<file path="src/rtl/command_frame_receiver_decoder_unit_assert.svh">
// Assertion helpers shared by the frame receiver modules.
`ifndef COMMAND_FRAME_RECEIVER_DECODER_UNIT_ASSERT_SVH
`define COMMAND_FRAME_RECEIVER_DECODER_UNIT_ASSERT_SVH

// The condition must hold in the same cycle as the trigger.
`define CFRD_ASSERT_SAME(label, trig, cond, msg) \
  label: assert property (@(posedge clk) disable iff (rst) (trig) |-> (cond)) \
    else $error(msg);

// The condition must hold in the cycle after the trigger.
`define CFRD_ASSERT_NEXT(label, trig, cond, msg) \
  label: assert property (@(posedge clk) disable iff (rst) (trig) |=> (cond)) \
    else $error(msg);

`endif

</file>
<file path="src/rtl/cfrd_pkg.sv">
`timescale 1ns / 1ps

package cfrd_pkg;

  // Default depth of the frame store.
  localparam int MAX_FRAME_DEF = 32;

  // Only the header positions of a frame are kept.
  localparam int HDR_DEPTH = 6;

  // Widest write index any legal store depth can need.
  localparam int LEN_W = 8;

  // Width of the reported frame length.
  localparam int FRAME_LEN_W = 6;

  localparam int IN_DATA_W  = 8;
  localparam int OUT_DATA_W = 64;

  // Terminator bytes.
  localparam logic [7:0] CH_NL = 8'h0A;
  localparam logic [7:0] CH_CR = 8'h0D;

  // Count byte decoding.
  localparam logic [7:0] WIDE_FLAG   = 8'h10;
  localparam logic [3:0] COUNT_ONE   = 4'd1;
  localparam logic [3:0] COUNT_TWO   = 4'd2;

  typedef logic [HDR_DEPTH-1:0][7:0] hdr_t;

  // What the frame store reports for the word being processed.
  typedef struct packed {
    logic             complete;
    logic [LEN_W-1:0] len;
    logic             ovf;
    hdr_t             hdr;
  } fs_result_t;

endpackage

</file>
<file path="src/rtl/cfrd_frame_store.sv">
`timescale 1ns / 1ps

module cfrd_frame_store #(
  parameter int MAX_FRAME = cfrd_pkg::MAX_FRAME_DEF
) (
  input  logic                  clk,
  input  logic                  rst,
  input  logic                  advance,
  input  logic [7:0]            rx_byte,
  output cfrd_pkg::fs_result_t  res
);

`include "command_frame_receiver_decoder_unit_assert.svh"

  localparam int WI_W = $clog2(MAX_FRAME + 1);

  logic                after_newline;
  logic [WI_W-1:0]     write_index;
  logic                overflow_seen;
  cfrd_pkg::hdr_t      receive_header;

  logic                after_newline_next;
  logic [WI_W-1:0]     write_index_next;
  logic                overflow_seen_next;
  cfrd_pkg::hdr_t      receive_header_next;

  logic                is_nl;
  logic                is_cr;
  logic                do_store;
  logic                room;
  logic                complete;
  logic [WI_W-1:0]     wi_stored;
  logic                ovf_stored;
  cfrd_pkg::hdr_t      hdr_stored;

  // Classify the word and apply the store, then the end-of-frame reset.
  always_comb begin
    is_nl    = (rx_byte == cfrd_pkg::CH_NL);
    is_cr    = (rx_byte == cfrd_pkg::CH_CR);
    // While armed, only terminators are kept.
    do_store = is_nl || is_cr || !after_newline;
    complete = after_newline && is_cr;
    room     = (write_index < WI_W'(MAX_FRAME));

    wi_stored  = write_index;
    ovf_stored = overflow_seen;
    hdr_stored = receive_header;
    if (do_store) begin
      if (room) begin
        wi_stored = write_index + WI_W'(1);
      end else begin
        ovf_stored = 1'b1;
      end
    end
    for (int k = 0; k < cfrd_pkg::HDR_DEPTH; k++) begin
      if (do_store && room && (write_index == WI_W'(k))) begin
        hdr_stored[k] = rx_byte;
      end
    end

    if (complete) begin
      after_newline_next  = 1'b0;
      write_index_next    = '0;
      overflow_seen_next  = 1'b0;
      receive_header_next = '0;
    end else begin
      after_newline_next  = after_newline || is_nl;
      write_index_next    = wi_stored;
      overflow_seen_next  = ovf_stored;
      receive_header_next = hdr_stored;
    end

    res.complete = complete;
    res.len      = cfrd_pkg::LEN_W'(wi_stored);
    res.ovf      = ovf_stored;
    res.hdr      = hdr_stored;
  end

  // Receive state advances once per processed word.
  always_ff @(posedge clk) begin
    if (rst) begin
      after_newline  <= 1'b0;
      write_index    <= '0;
      overflow_seen  <= 1'b0;
      receive_header <= '0;
    end else if (advance) begin
      after_newline  <= after_newline_next;
      write_index    <= write_index_next;
      overflow_seen  <= overflow_seen_next;
      receive_header <= receive_header_next;
    end
  end

  // The index stops at the store depth and overflow only occurs once it is full.
  `CFRD_ASSERT_SAME(a_wi_bound, 1'b1, write_index <= WI_W'(MAX_FRAME), "write index past depth")
  `CFRD_ASSERT_SAME(a_ovf_full, overflow_seen, write_index == WI_W'(MAX_FRAME), "overflow before full")
  `CFRD_ASSERT_NEXT(a_restart, advance && complete, (write_index == '0) && !after_newline, "no restart after frame")

endmodule

</file>
<file path="src/rtl/command_frame_receiver_decoder_unit.sv">
`timescale 1ns / 1ps

// Channel   Dir  Data bits  Contents
// s_axis    in   8          rx_byte
// m_axis    out  64         decoded header, parameters, length, overflow
//
// Each word is registered in the input register, and a word that closes a frame
// has its result registered in the result register; a new word is taken every cycle while results drain.
// Words that do not close a frame produce no result word.
// A stalled result register holds the input register, which then holds s_tready low.
// Reset is synchronous and clears all frame and parameter state.

module command_frame_receiver_decoder_unit #(
  parameter int MAX_FRAME = cfrd_pkg::MAX_FRAME_DEF
) (
  input  logic                           clk,
  input  logic                           rst,
  input  logic                           s_tvalid,
  output logic                           s_tready,
  // [7:0] rx_byte
  input  logic [cfrd_pkg::IN_DATA_W-1:0] s_tdata,
  output logic                           m_tvalid,
  input  logic                           m_tready,
  // [7:0] target_device, [15:8] device_kind, [23:16] function_code,
  // [31:24] count_field, [47:32] param_one, [55:48] param_two,
  // [61:56] frame_length, [62] overflow, [63] zero
  output logic [cfrd_pkg::OUT_DATA_W-1:0] m_tdata
);

`include "command_frame_receiver_decoder_unit_assert.svh"

  logic                 in_valid;
  logic [7:0]           in_byte;
  logic                 out_free;
  logic                 advance;

  cfrd_pkg::fs_result_t fs;
  cfrd_pkg::hdr_t       committed_header;
  cfrd_pkg::hdr_t       committed_header_next;
  logic [15:0]          held_param_one;
  logic [15:0]          held_param_one_next;
  logic [7:0]           held_param_two;
  logic [7:0]           held_param_two_next;
  logic [7:0]           cnt;

  // Handshake: the result register frees up when empty or being taken.
  assign out_free = !m_tvalid || m_tready;
  assign advance  = in_valid && out_free;
  assign s_tready = !in_valid || out_free;

  // Input register.
  always_ff @(posedge clk) begin
    if (rst) begin
      in_valid <= 1'b0;
    end else if (s_tvalid && s_tready) begin
      in_valid <= 1'b1;
    end else if (advance) begin
      in_valid <= 1'b0;
    end
  end

  always_ff @(posedge clk) begin
    if (s_tvalid && s_tready) begin
      in_byte <= s_tdata;
    end
  end

  cfrd_frame_store #(
    .MAX_FRAME(MAX_FRAME)
  ) u_store (
    .clk     (clk),
    .rst     (rst),
    .advance (advance),
    .rx_byte (in_byte),
    .res     (fs)
  );

  // Commit the stored positions and decode the parameters from them.
  always_comb begin
    committed_header_next = committed_header;
    for (int k = 0; k < cfrd_pkg::HDR_DEPTH; k++) begin
      if (cfrd_pkg::LEN_W'(k) < fs.len) begin
        committed_header_next[k] = fs.hdr[k];
      end
    end
    cnt                 = committed_header_next[3];
    held_param_one_next = held_param_one;
    held_param_two_next = held_param_two;
    if ((cnt & cfrd_pkg::WIDE_FLAG) != 8'd0) begin
      held_param_one_next = {committed_header_next[5], committed_header_next[4]};
    end else if (cnt[3:0] == cfrd_pkg::COUNT_ONE) begin
      held_param_one_next = {8'd0, committed_header_next[4]};
    end else if (cnt[3:0] == cfrd_pkg::COUNT_TWO) begin
      held_param_one_next = {8'd0, committed_header_next[4]};
      held_param_two_next = committed_header_next[5];
    end
  end

  // Frame state that survives between frames.
  always_ff @(posedge clk) begin
    if (rst) begin
      committed_header <= '0;
      held_param_one   <= '0;
      held_param_two   <= '0;
    end else if (advance && fs.complete) begin
      committed_header <= committed_header_next;
      held_param_one   <= held_param_one_next;
      held_param_two   <= held_param_two_next;
    end
  end

  // Result register.
  always_ff @(posedge clk) begin
    if (rst) begin
      m_tvalid <= 1'b0;
    end else if (advance && fs.complete) begin
      m_tvalid <= 1'b1;
    end else if (m_tready) begin
      m_tvalid <= 1'b0;
    end
  end

  always_ff @(posedge clk) begin
    if (advance && fs.complete) begin
      m_tdata <= {1'b0, fs.ovf, cfrd_pkg::FRAME_LEN_W'(fs.len),
                  held_param_two_next, held_param_one_next,
                  committed_header_next[3], committed_header_next[2],
                  committed_header_next[1], committed_header_next[0]};
    end
  end

  // A word held in the input register waits; a non-terminating word leaves no result.
  `CFRD_ASSERT_NEXT(a_in_hold, in_valid && !advance, in_valid, "input word lost while stalled")
  `CFRD_ASSERT_NEXT(a_no_spurious, advance && !fs.complete, !m_tvalid, "result without frame end")
  `CFRD_ASSERT_SAME(a_len_min, advance && fs.complete, fs.len != '0 || fs.ovf, "empty frame completed")

endmodule
</file>
<file path="config.mk">
export PLATFORM = sky130hd
export DESIGN_NAME = command_frame_receiver_decoder_unit
export DESIGN_NICKNAME = d
export VERILOG_FILES = /design/src/rtl/cfrd_pkg.sv /design/src/rtl/cfrd_frame_store.sv /design/src/rtl/command_frame_receiver_decoder_unit.sv
export VERILOG_INCLUDE_DIRS = /design/src /design/src/rtl
export SDC_FILE = /design/constraint.sdc
export NUM_CORES = 1
export LEC_CHECK = 0
export ABC_AREA = 1
export BUFFER_PORTS_ARGS = -buffer_cell sky130_fd_sc_hd__buf_2
export CELL_PAD_IN_SITES_DETAIL_PLACEMENT = 0
export CELL_PAD_IN_SITES_GLOBAL_PLACEMENT = 1
export CORE_MARGIN = 1.5
export CORE_UTILIZATION = 40
export CTS_CLUSTER_SIZE = 16
export DETAILED_ROUTE_END_ITERATION = 12
export PLACE_DENSITY = 0.77
export SYNTH_ARGS = -nofsm -noshare
export SYNTH_HDL_FRONTEND = slang
export SYNTH_SLANG_ARGS = --single-unit
</file>
<file path="constraint.sdc">
create_clock -name clk -period 5.4 [get_ports clk]
set_clock_uncertainty 0.1 [all_clocks]
set_input_delay 0.54 -clock clk [delete_from_list [all_inputs] [get_ports clk]]
set_output_delay 0.54 -clock clk [all_outputs]
set_load 0.05 [all_outputs]
</file>
* Word level (Yosys, flattened, before mapping)
Cells that the tools add are included.
** Word-level totals
- Flip-flop bits (word level) :: 201
- Input port bits :: 12
- Output and inout port bits :: 66
- Logic and storage cells :: 90
** Operators by class
- $add $sub $neg :: 1
- Magnitude comparators :: 7
- Equality and inequality tests :: 9
- Mux-type cells :: 30
- Reductions and logical operators :: 22
** Operators by type and width (count)
- $mux W8 :: 15
- $mux W16 :: 3
- $mux W48 :: 1
- $mux W6 :: 3
- $eq A8 B4 Y1 const B :: 2
- $eq A6 B2 Y1 const B :: 2
- $eq A6 B3 Y1 const B :: 2
- $lt A1 B6 Y1 const A :: 2
- $lt A2 B6 Y1 const A :: 2
- $lt A3 B6 Y1 const A :: 2
- $logic_and A1 B1 Y1 :: 11
- $mux W1 :: 8
- $add A6 B1 Y6 const B :: 1
- $eq A6 B1 Y1 const B :: 1
- $logic_not A6 Y1 :: 1
- $lt A6 B6 Y1 const B :: 1
- $logic_or A1 B1 Y1 :: 5
- $eq A4 B1 Y1 const B :: 1
- $eq A4 B2 Y1 const B :: 1
- $reduce_bool A2 Y1 :: 2
- $logic_not A1 Y1 :: 3

* Longest topological paths before layout
Gate-level depths: netlist of run 1.
- Depth in word-level cells :: 11
- Mapped depth :: 20
- Depth with buffers taken out :: 19

* By module
From an unflattened synthesis of run 1, not the netlist that was laid out.
** Unflattened totals
- Cell total of the unflattened synthesis :: 1220
- Area total of the unflattened synthesis :: 9960.8 um^2
** By module, submodules not included
- command_frame_receiver_decoder_unit :: instances 1, cells an instance 683, area an instance 6348.6 um^2, seq. area each 3613.5 um^2
- cfrd_frame_store :: instances 1, cells an instance 537, area an instance 3612.2 um^2, seq. area each 1121.1 um^2

* Worst setup path before layout of run 1
Ideal clock, no wire load.
- Kind :: register -> register
- From :: reg in_byte[4]
- To :: reg committed_header[11] in the netlist's numbering
- Library setup time :: 0.074 ns
- Arrival :: 5.034 ns
- Path slack :: 0.191 ns
- Cell stages (with the launch flop) :: 13
- Buffers on the path :: 1
- Cell sequence :: edfxtp_1 > inv_1 > nand2_1 > nor2_2 > nand2_2 > nor2_1 > inv_1 > nor2_1 > inv_1 > nor2_4 > clkinv_1 > clkbuf_1 > o21ai_0
** Between the ends
- Word-level cells in the longest chain between the ends :: 7
- Elaborated cells on any way between the ends :: 12
- Those cells by class :: order compare (1); eq/ne (2); mux (3); reduce/logical (6)
** RTL lines
- from (decl) :: line command_frame_receiver_decoder_unit.sv:33 : logic [7:0] in_byte;
- from (signal assigned) :: line command_frame_receiver_decoder_unit.sv:64 : in_byte <= s_tdata;
- parallel branches: the longest is 7 deep, another holds $lt A1 B6 Y1
- to (signal assigned) :: line command_frame_receiver_decoder_unit.sv:106 : committed_header <= committed_header_next;
- to (decl) :: line command_frame_receiver_decoder_unit.sv:38 : cfrd_pkg::hdr_t committed_header;
Parallel ways; which one is timed is not known.
A chain may end at the register's enable or synchronous reset.

==> out/qor.csv, run 1 <==
metric;value;unit
Clock Root Buffer;clkbuf_16;
die area;22800;um2
Final setup violation count;0;
CTS Sinks;201;
later-pin clock latency in the skew report;510;ps
largest net degree at the start of global routing;65;
register bit total from synthesis;201;
Die Ht;151;um
final instance area;10100;um2
Critical Path End Type;register;
gr ovfl total;0;
Leak;4.29;nW
# rows;53;
Initial Util;41.3;%
Area Growth Syn to Fin;15.9;%
power per cell area;340;nW/um2
hold_buf cts;0;
initial antenna violation count;0;
I/O Buffers;76;
Util after Layout;47.8;%
WS Path Type;reg2reg;
hold slack;126;ps
Post-Syn Nets;1080;
CP top delay family;simple AND/OR/NAND/NOR gates;
register clock-pin slew on the reported worst setup and hold paths;60;ps
Die X;151;um
drt initial violations;541;
H-tree depth;1;
placed cell area;9310;um2
fin crit period;3280;ps
Cells after Synth;1064;
fin worst setup slack;2120;ps
area of the core;21200;um2
Req. time, crit path;5570;ps
fillcell total;2099;
final clock period utilization by the worst path;60.7;%
fraction of layout cells with a size suffix above 1;14.7;%
CTS Buf Count;23;
crit path launch type;register;
Final Hold Vio Count;0;
Cell Chain, Critical Path;inv_2 > nand2_1 > nor2_2 > nand2_2 > nand4_1 > nand2_2 > nor2_8 > nand2_4 > o21ai_4 > nand3_4 > inv_2 > nand2_1 > and2_1;
Final HPWL DP;12900;um
first-pass GRT wire length;32700;um
final WL;20200;um
buffer and inverter count on the worst path;2;
yosys warns;0;
f_max;0.305;GHz
synth unique cells;36;
vias in the first global route;6382;
Mean Syn Cell Area;8.23;um2
Max IR drop VDD;196;uV
RSZ-0062 raised after global routing;false;
io pins;78;
CTS resizes;0;
critical path's slowest cell;o21ai_4;
GRT Util Overall;18.2;%
Cell Area, Synth;8760;um2
WL per Instance;14.3;um
outcome;complete, no violations;
pins over their slew limit;0;
most common cell after layout, fill and taps aside;nand2_1;
CP max stage delay;580;ps
TritonCTS clock tree;done;
crit path DAT;3450;ps
Residual DRC;0;
DR vias;6810;
Antenna diodes;0;
commonest non-fill, non-tap cells in the layout;263 x nand2_1, 159 x inv_1, 130 x dfxtp_1, 94 x o21ai_0, 76 x buf_2;
Crit Path Max Fanout;28;
fin nets;1139;
CTS Buffer Depth;3;
post-route ant nets;0;
# Post-CTS Setup Buffers;0;
worst hold path class;in2reg;
Max transition margin;37.0;%
Worst Tran Pin Value;944;ps
sequential-to-total area share from yosys stat;54.1;%
first drt pass iteration count;5;
pre-CTS setup slack;2090;ps
Vias/cell;4.81;
Max Cap Viol;0;
RD Place Congestion;0.820;
final setup TNS;0;ps
-- stage by stage --
| stage | cells | total power [W] |
|---|---|---|
| floorplan | 1064 | 0.00175 |
| global placement | 1373 | 0.00179 |
| detailed placement | 1373 | 0.00180 |
| CTS | 1415 | 0.00349 |
| global route | 1415 | 0.00357 |
| finish | 1415 | 0.00345 |
-- final timing paths --
| path | from | end | slack, ps | cells after the start |
|---|---|---|---|---|
| worst max-delay path | in_byte[5] | m_tdata[48] | 2120 | 13 |
| worst min-delay path | s_tdata[3] | in_byte[3] | 130 | 1 |
| worst max register to register | in_byte[5] | m_tdata[48] | 2120 | 13 |
| worst min register to register | held_param_one[0] | held_param_one[0] | 350 | 2 |
-- metal layers --
metal / track usage (%) / up-vias / part of all wire [%] / routed length [um]
li1: - / 3545 / - / -
met1: 25.2 / 3104 / 48 / 9770
met2: 29.8 / 138 / 46 / 9220
met3: 2.89 / 23 / 4.8 / 968
met4: 4.66 / 0 / 1.3 / 272
met5: 0 / - / 0 / 0
-- kinds of logic (layout without fill, tap and decap cells) --
| logic type | count (synthesis) | after routing | share of synthesized area [%] |
|---|---|---|---|
| AOI/OAI and AO/OA | 211 | 211 | 13.0 |
| other | 1 | 1 | 0.0428 |
| and+or+nand+nor | 428 | 428 | 22.2 |
| buffers and inverters | 217 | 293 | 9.86 |
| adders and majority gates | 4 | 4 | 0.572 |
| DFF | 201 | 201 | 54.1 |
| xor gates and xnor gates | 2 | 2 | 0.200 |
-- sequential cells by signal (all words and copies together) (netlist names), 6 cells and up --
register                cells
u_store.receive_header     48
held_param_two              8
u_store.write_index         6
in_byte                     8
m_tdata                    63
committed_header           48
held_param_one             16
-- synthesized netlist by cell type (all sizes together) --
cell type / instances / share of area (%)
xnor2: 1 / 0.10
a21oi: 32 / 1.8
inv: 167 / 7.2
o22ai: 45 / 3.2
o21ai: 132 / 7.8
nand4: 21 / 1.5
edfxtp: 71 / 24
clkbuf: 31 / 1.3
and2: 16 / 1.1
buf: 17 / 1.3
nor3: 5 / 0.29
xor2: 1 / 0.10
nand2: 285 / 13
nor3b: 1 / 0.14
a22o: 2 / 0.20
conb: 1 / 0.043
nand3: 32 / 2.2
dfxtp: 130 / 30
ha: 4 / 0.57
clkinv: 2 / 0.086
or2: 9 / 0.64
nor2: 59 / 3.3
-- power breakdown --
part / switching, W / total, W / leakage (nW) / internal, W
combinational: 0.000121 / 0.000166 / 2.23 / 0.0000451
clock: 0.000618 / 0.00169 / 0.412 / 0.00107
sequential: 0.0000160 / 0.00160 / 1.66 / 0.00158
-- layout make-up --
class / count / area (um2) / area share (%)
sequential: 201 / 4730 / 46.6
inverter: 169 / 634 / 6.25
clock inverter: 11 / 160 / 1.58
multi-input combinational: 646 / 3170 / 31.3
timing repair buffer: 82 / 425 / 4.19
tap: 275 / 344 / 3.39
clock buffer: 31 / 678 / 6.68
Note: power is estimated with default switching activity, not from simulation.
==> inputs of run 2 (changes only) <==
--- a/config.mk
+++ b/config.mk
@@ -6,15 +6,15 @@
 export SDC_FILE = /design/constraint.sdc
 export NUM_CORES = 1
 export LEC_CHECK = 0
-export ABC_AREA = 1
+export ABC_AREA = 0
 export BUFFER_PORTS_ARGS = -buffer_cell sky130_fd_sc_hd__buf_2
 export CELL_PAD_IN_SITES_DETAIL_PLACEMENT = 0
 export CELL_PAD_IN_SITES_GLOBAL_PLACEMENT = 1
 export CORE_MARGIN = 1.5
-export CORE_UTILIZATION = 40
+export CORE_UTILIZATION = 47
 export CTS_CLUSTER_SIZE = 16
 export DETAILED_ROUTE_END_ITERATION = 12
-export PLACE_DENSITY = 0.77
+export PLACE_DENSITY = 0.81
 export SYNTH_ARGS = -nofsm -noshare
 export SYNTH_HDL_FRONTEND = slang
 export SYNTH_SLANG_ARGS = --single-unit
==> constraint.sdc (replaced) <==
create_clock -name clk -period 3.2 [get_ports clk]
set_clock_uncertainty 0.1 [all_clocks]
set_input_delay 0.32 -clock clk [delete_from_list [all_inputs] [get_ports clk]]
set_output_delay 0.32 -clock clk [all_outputs]
set_load 0.05 [all_outputs]
==> run 2 against run 1 <==
  * Utilization rose by 9.3 points
  * Critical path depth fell by 4
  * Hold slack worse by 59 ps
  * Critical endpoint is now m_tdata[4]
  * Cell count decreased by 14%
  * Worst setup slack got worse by 2000 ps
  * Global-route usage rose by 3.6 points
  * Register-to-register slack worse by 2000 ps
  * Fmax up 7.4%
  * Via count is 0.22% higher
  * Die area decreased by 12%
==> out/qor.csv, run 2 <==
metric;value;unit;change
EDFF count, synth;71;;unchanged
largest registers;m_tdata (63), committed_header (48), u_store.receive_header (48);;
Worst Tran Pin Value;642;ps;-302 ps
met1 Resource Use GR;31.0;%;+5.9 points
dominant cells by area after synthesis;dfxtp_1 29%, edfxtp_1 23%, mux2_2 7.8%;;
TritonCTS clock tree;done;;
CTS Buffer Depth;3;;unchanged
initial antenna violation count;0;;unchanged
worst hold path class;in2reg;;
Most flops, register;m_tdata;;
vias in the first global route;6556;;+2.7%
busiest grt layer;met2;;
H-tree depth;1;;unchanged
Req. time, crit path;3340;ps;-2230 ps
io pins;78;;unchanged
first-pass GRT wire length;35200;um;+7.5%
WS Path Type;reg2reg;;
fraction of layout cells with a size suffix above 1;26.3;%;+12 points
Final Hold Vio Count;0;;unchanged
met2 Use GR;35.3;%;+5.5 points
Cell Area, Synth;9080;um2;+3.7%
GRT Util Overall;21.9;%;+3.6 points
R2R Setup Slk;150;ps;-1980 ps
hold path cells;3;;+2
worst reg2reg path endpoint;m_tdata[4];;
placed cell area;9960;um2;+6.9%
drt initial violations;461;;-15%
Mean Syn Cell Area;10.8;um2;+31%
Area Growth Syn to Fin;18.5;%;
synth cell count leaders;130 x dfxtp_1, 117 x nor2_1, 71 x edfxtp_1, 63 x mux2_2, 57 x nor3_1;;
area of the core;18800;um2;-11%
Largest register FFs;63;;unchanged
die area;20200;um2;-12%
later-pin clock latency in the skew report;500;ps;about the same
synth unique cells;73;;+100%
final WL;21800;um;+7.7%
top-area cell type share of the netlist area;28.7;%;-1.0 points
Antenna diodes;0;;unchanged
CTS Buf Count;21;;-8.7%
most common cell after layout, fill and taps aside;dfxtp_1;;
final setup TNS;0;ps;unchanged
final clock period utilization by the worst path;95.5;%;+35 points
yosys warns;0;;unchanged
RD Place Congestion;0.891;;+8.6%
Leak;4.13;nW;-3.8%
Clock Root Buffer;clkbuf_16;;
sequential-to-total area share from yosys stat;52.2;%;-1.9 points
Synth area leader;dfxtp_1;;
# rows;50;;-5.7%
Critical Path End Type;register;;
largest net degree at the start of global routing;57;;-12%
Max transition margin;56.9;%;+20 points
crit path launch type;register;;
Die Ht;142;um;-6.0%
Residual DRC;0;;unchanged
hold path start;m_tready;;
fin nets;963;;-15%
Die X;142;um;-6.0%
register clock-pin slew on the reported worst setup and hold paths;60;ps;about the same
Crit Path Max Fanout;8;;-71%
Worst R2R Path Depth;9;;-4
Post-Syn Nets;857;;-21%
CTS Sinks;201;;unchanged
Synth async-reset ratio;0;%;unchanged
fillcell total;1663;;-21%
post-route ant nets;0;;unchanged
crit path DAT;3200;ps;-250 ps
most frequent cell after synthesis;dfxtp_1;;
Worst Hold Endpoint;in_valid;;
fin worst setup slack;145;ps;-1980 ps
power per cell area;503;nW/um2;+48%
met3 Use GR;3.23;%;+0.34 points
I/O Buffers;76;;unchanged
pre-CTS setup slack;85.4;ps;-2000 ps
f_max;0.327;GHz;+7.4%
Max Cap Viol;0;;unchanged
DR vias;6825;;+0.22%
outcome;complete, no violations;;
gr ovfl total;0;;unchanged
worst r2r src;in_byte[2];;
register bit total from synthesis;201;;unchanged
WL per Instance;17.8;um;+25%
fin crit period;3050;ps;-225 ps
Synth Flop Type;dfxtp_1;;
commonest non-fill, non-tap cells in the layout;130 x dfxtp_1, 117 x nor2_1, 75 x buf_2, 71 x edfxtp_1, 63 x mux2_2;;
Vias/cell;5.59;;+16%
final instance area;10800;um2;+6.0%
Initial Util;48.2;%;+6.9 points
Final setup violation count;0;;unchanged
Max IR drop VDD;471;uV;+140%
hold slack;66.5;ps;-59.0 ps
first drt pass iteration count;5;;unchanged
pins over their slew limit;0;;unchanged
Cells after Synth;841;;-21%
RSZ-0062 raised after global routing;false;;
Final HPWL DP;14000;um;+9.0%
## run 2: cell count changes after synthesis, sizes merged, moves of 13 or more
cell,previous run,this run
a22o,2,17
a22oi,0,48
inv,167,13
mux2,0,75
mux2i,0,26
nand2,285,24
nand3,32,19
nand4,21,3
nor2,59,117
nor3,5,58
o21ai,132,23
o22ai,45,0
## run 2: timing repair
item	4_1_cts	5_1_grt
hold endpoints to repair	9	0
hold buffers	9	0
resized for setup	0	4
setup buffers	0	1
endpoints found under the setup margin	0	32
## run 2: critical path, stage by stage, from the launching register on
cell and delay [ps]:
edfxtp_1 480, nor3b_4 290, o211ai_4 150, buf_4 190
a31oi_2 250, and4bb_2 360, buf_4 180, and2_1 180
nand3_2 250, mux2_2 360
## run 2: cell families after synthesis
| family | count (synthesis) | share of synthesized area, % |
|---|---|---|
| AND/OR/NAND/NOR | 269 | 14.5 |
| flip-flops | 201 | 52.2 |
| AO/OA/AOI/OAI | 190 | 16.4 |
| multiplexers | 101 | 12.3 |
| buffers and inverters | 71 | 3.63 |
| adder cells (fa/ha/maj) | 4 | 0.551 |
| XOR/XNOR | 4 | 0.469 |
| other | 1 | 0.0413 |
## run 2: layer usage
| metal | part of all wire (%) | vias to the layer above |
|---|---|---|
| li1 | - | 3316 |
| met1 | 48 | 3302 |
| met2 | 46 | 180 |
| met3 | 4.3 | 27 |
| met4 | 1.7 | 0 |
| met5 | 0 | - |
## run 2: final cells by class
cell class                      instances  area (um2)  share of cell area, %
Sequential cell                       201        4730                   44.0
Multi-Input combinational cell        569        4030                   37.4
Timing Repair Buffer                  141         943                   8.77
Clock buffer                           30         579                   5.39
Tap cell                              260         325                   3.03
Clock inverter                          8        93.8                  0.873
Inverter                               13        51.3                  0.477
## run 2: report_power, final
group | leakage [nW] | internal, W | switching (W)
logic | 2.04 | 0.000118 | 0.000198
registers | 1.77 | 0.00266 | 0.0000135
clock network | 0.325 | 0.00142 | 0.000997
## run 2: how the worst max path moves through the flow
stage | start | to | slack (ps) | cells after the start
global route | in_byte[2] | m_tdata[48] | 10 | 9
global placement | in_byte[4] | m_tdata[3] | 180 | 9
detailed placement | in_byte[4] | m_tdata[4] | 90 | 9
finish | in_byte[2] | m_tdata[4] | 150 | 9
CTS | in_byte[4] | m_tdata[4] | 60 | 9
floorplan | in_byte[4] | m_tdata[0] | 90 | 6
## run 2: metrics by stage
step	total power, W	instances	utilization, %
2_1_floorplan	0.00292	841	-
3_3_place_gp	0.00302	1174	52.9
3_5_place_dp	0.00303	1174	52.9
4_1_cts	0.00545	1221	56.9
5_1_grt	0.00558	1222	57.1
6_report	0.00540	1222	57.1
==> inputs of run 3 (changes only) <==
--- a/config.mk
+++ b/config.mk
@@ -10,6 +10,7 @@
 export BUFFER_PORTS_ARGS = -buffer_cell sky130_fd_sc_hd__buf_2
 export CELL_PAD_IN_SITES_DETAIL_PLACEMENT = 0
 export CELL_PAD_IN_SITES_GLOBAL_PLACEMENT = 1
+export CORE_ASPECT_RATIO = 0.6
 export CORE_MARGIN = 1.5
 export CORE_UTILIZATION = 47
 export CTS_CLUSTER_SIZE = 16
==> run 3 against run 2 <==
  * Utilization fell by 0.62 points
  * Global-route usage about the same
  * First-iteration DRC count rose by 37%
  * Non-clock buffer count fell by 4
  * Sequential power barely moved
  * Die area grew 0.13%
  * Critical endpoint is now m_tdata[54]
  * Largest power group unchanged
==> out/qor.csv, run 3 (synthesis gave the netlist of run 2 again) <==
metric;value;unit;change
Req. time, crit path;3340;ps;about the same
first-pass GRT wire length;35000;um;-0.49%
Initial Util;47.8;%;-0.38 points
final WL;22300;um;+2.6%
WS Path Type;reg2reg;;
later-pin clock latency in the skew report;500;ps;about the same
fraction of layout cells with a size suffix above 1;26.4;%;+0.14 points
drt initial violations;631;;+37%
Vias/cell;5.74;;+2.8%
f_max;0.324;GHz;-1.0%
critical path's slowest cell;edfxtp_1;;
Final HPWL DP;14200;um;+1.4%
CTS Sinks;201;;unchanged
Die X;182;um;+28%
I/O Buffers;76;;unchanged
CP max stage delay;470;ps;about the same
Final setup violation count;0;;unchanged
vias in the first global route;6283;;-4.2%
# rows;39;;-22%
Clock Root Buffer;clkbuf_16;;
Util after Layout;56.5;%;-0.62 points
final setup TNS;0;ps;unchanged
Most flops, register;m_tdata;;
Residual DRC;0;;unchanged
Critical Path End Type;register;;
largest net degree at the start of global routing;101;;+77%
Max IR drop VDD;318;uV;-32%
H-tree depth;1;;unchanged
first drt pass iteration count;5;;unchanged
Crit Path Max Fanout;16;;+8
Final Hold Vio Count;0;;unchanged
outcome;complete, no violations;;
Critical Path Source;in_byte[2];;
pins over their slew limit;0;;unchanged
CTS Buffer Depth;3;;unchanged
crit path DAT;3230;ps;+30 ps
DR vias;6910;;+1.2%
die area;20200;um2;+0.13%
gr ovfl total;0;;unchanged
cell count after placement;1156;;-1.5%
io pins;78;;unchanged
Cell Chain, Critical Path;nor3b_4 > o211ai_4 > a2111oi_4 > and4bb_1 > o211ai_4 > buf_12 > mux2_2 > mux2_1;;
GRT Util Overall;21.9;%;about the same
worst hold path class;in2reg;;
Worst Tran Pin Value;750;ps;+107 ps
post-route ant nets;0;;unchanged
CTS Buf Count;20;;-4.8%
Max transition margin;48.7;%;-8.2 points
power per cell area;505;nW/um2;+0.42%
most common cell after layout, fill and taps aside;dfxtp_1;;
fin nets;959;;-0.42%
largest registers;m_tdata (63), committed_header (48), u_store.receive_header (48);;
RD Place Congestion;0.949;;+6.6%
commonest non-fill, non-tap cells in the layout;130 x dfxtp_1, 117 x nor2_1, 75 x buf_2, 71 x edfxtp_1, 63 x mux2_2;;
Leak;4.11;nW;-0.45%
Max Cap Viol;0;;unchanged
final clock period utilization by the worst path;96.4;%;+0.99 points
RSZ-0062 raised after global routing;false;;
most used cell, CP;o211ai_4;;
register clock-pin slew on the reported worst setup and hold paths;60;ps;about the same
crit path launch type;register;;
fin crit period;3090;ps;+31.7 ps
Antenna diodes;0;;unchanged
TritonCTS clock tree;done;;
Largest register FFs;63;;unchanged
Finished Layout Cells;1203;;-1.6%
Die Ht;111;um;-22%
initial antenna violation count;0;;unchanged
Pwr Total;0.00541;W;+0.12%
WL per Instance;18.6;um;+4.2%
hold path start;m_tready;;
Area Growth Syn to Fin;18.1;%;
area of the core;19000;um2;+0.80%
worst r2r src;in_byte[2];;
-- run 3: metrics by stage --
stage | setup WS, ps | cell area [um2] | hold slack, ps
4_1_cts | 21.7 | 10700 | 28.4
2_1_floorplan | 90.5 | 9080 | 319
3_3_place_gp | 18.1 | 9920 | 348
3_5_place_dp | 52.0 | 9920 | 357
5_1_grt | 14.1 | 10700 | 81.1
6_report | 114 | 10700 | 45.0
-- run 3: critical path: cells and delay by family (launching register included) --
kind	cells	cell delay [ps]
simple gates	2	670
flops	1	470
buf+inv	1	170
mux	2	700
compound gates	3	710
-- run 3: power by group --
group	switching [W]	internal, W	total, W	leakage (nW)
logic	0.000198	0.000118	0.000317	2.02
registers	0.0000131	0.00265	0.00267	1.77
clock network	0.00100	0.00143	0.00243	0.327
total	0.00121	0.00420	0.00541	4.11
-- run 3: cell type report --
cell class                      instances  area (um2)
Inverter                               13        51.3
Clock buffer                           27         537
Clock inverter                          9         130
Timing Repair Buffer                  137         913
Tap cell                              246         308
Fill cell                            1624        8260
Multi-Input combinational cell        570        4050
Sequential cell                       201        4730
-- run 3: final timing paths --
check / slack [ps] / to / depth (start not counted)
setup / recovery: 110 / m_tdata[54] / 8
hold / removal: 40 / in_valid / 3
setup reg to reg: 110 / m_tdata[54] / 8
hold reg to reg: 370 / held_param_one[11] / 1
-- run 3: per-layer routing --
layer	GRT usage, %	up-vias	routed length (um)
li1	-	3314	-
met4	4.30	0	341
met5	0	-	0
met3	3.23	26	1230
met2	30.0	188	9030
met1	35.7	3382	11700
-- run 3: repair_timing --
action	in CTS	in global routing
resized for setup	0	8
hold buffers	9	0
setup endpoints to repair	0	48
buffers inserted	0	1
endpoints found under the hold margin	9	0
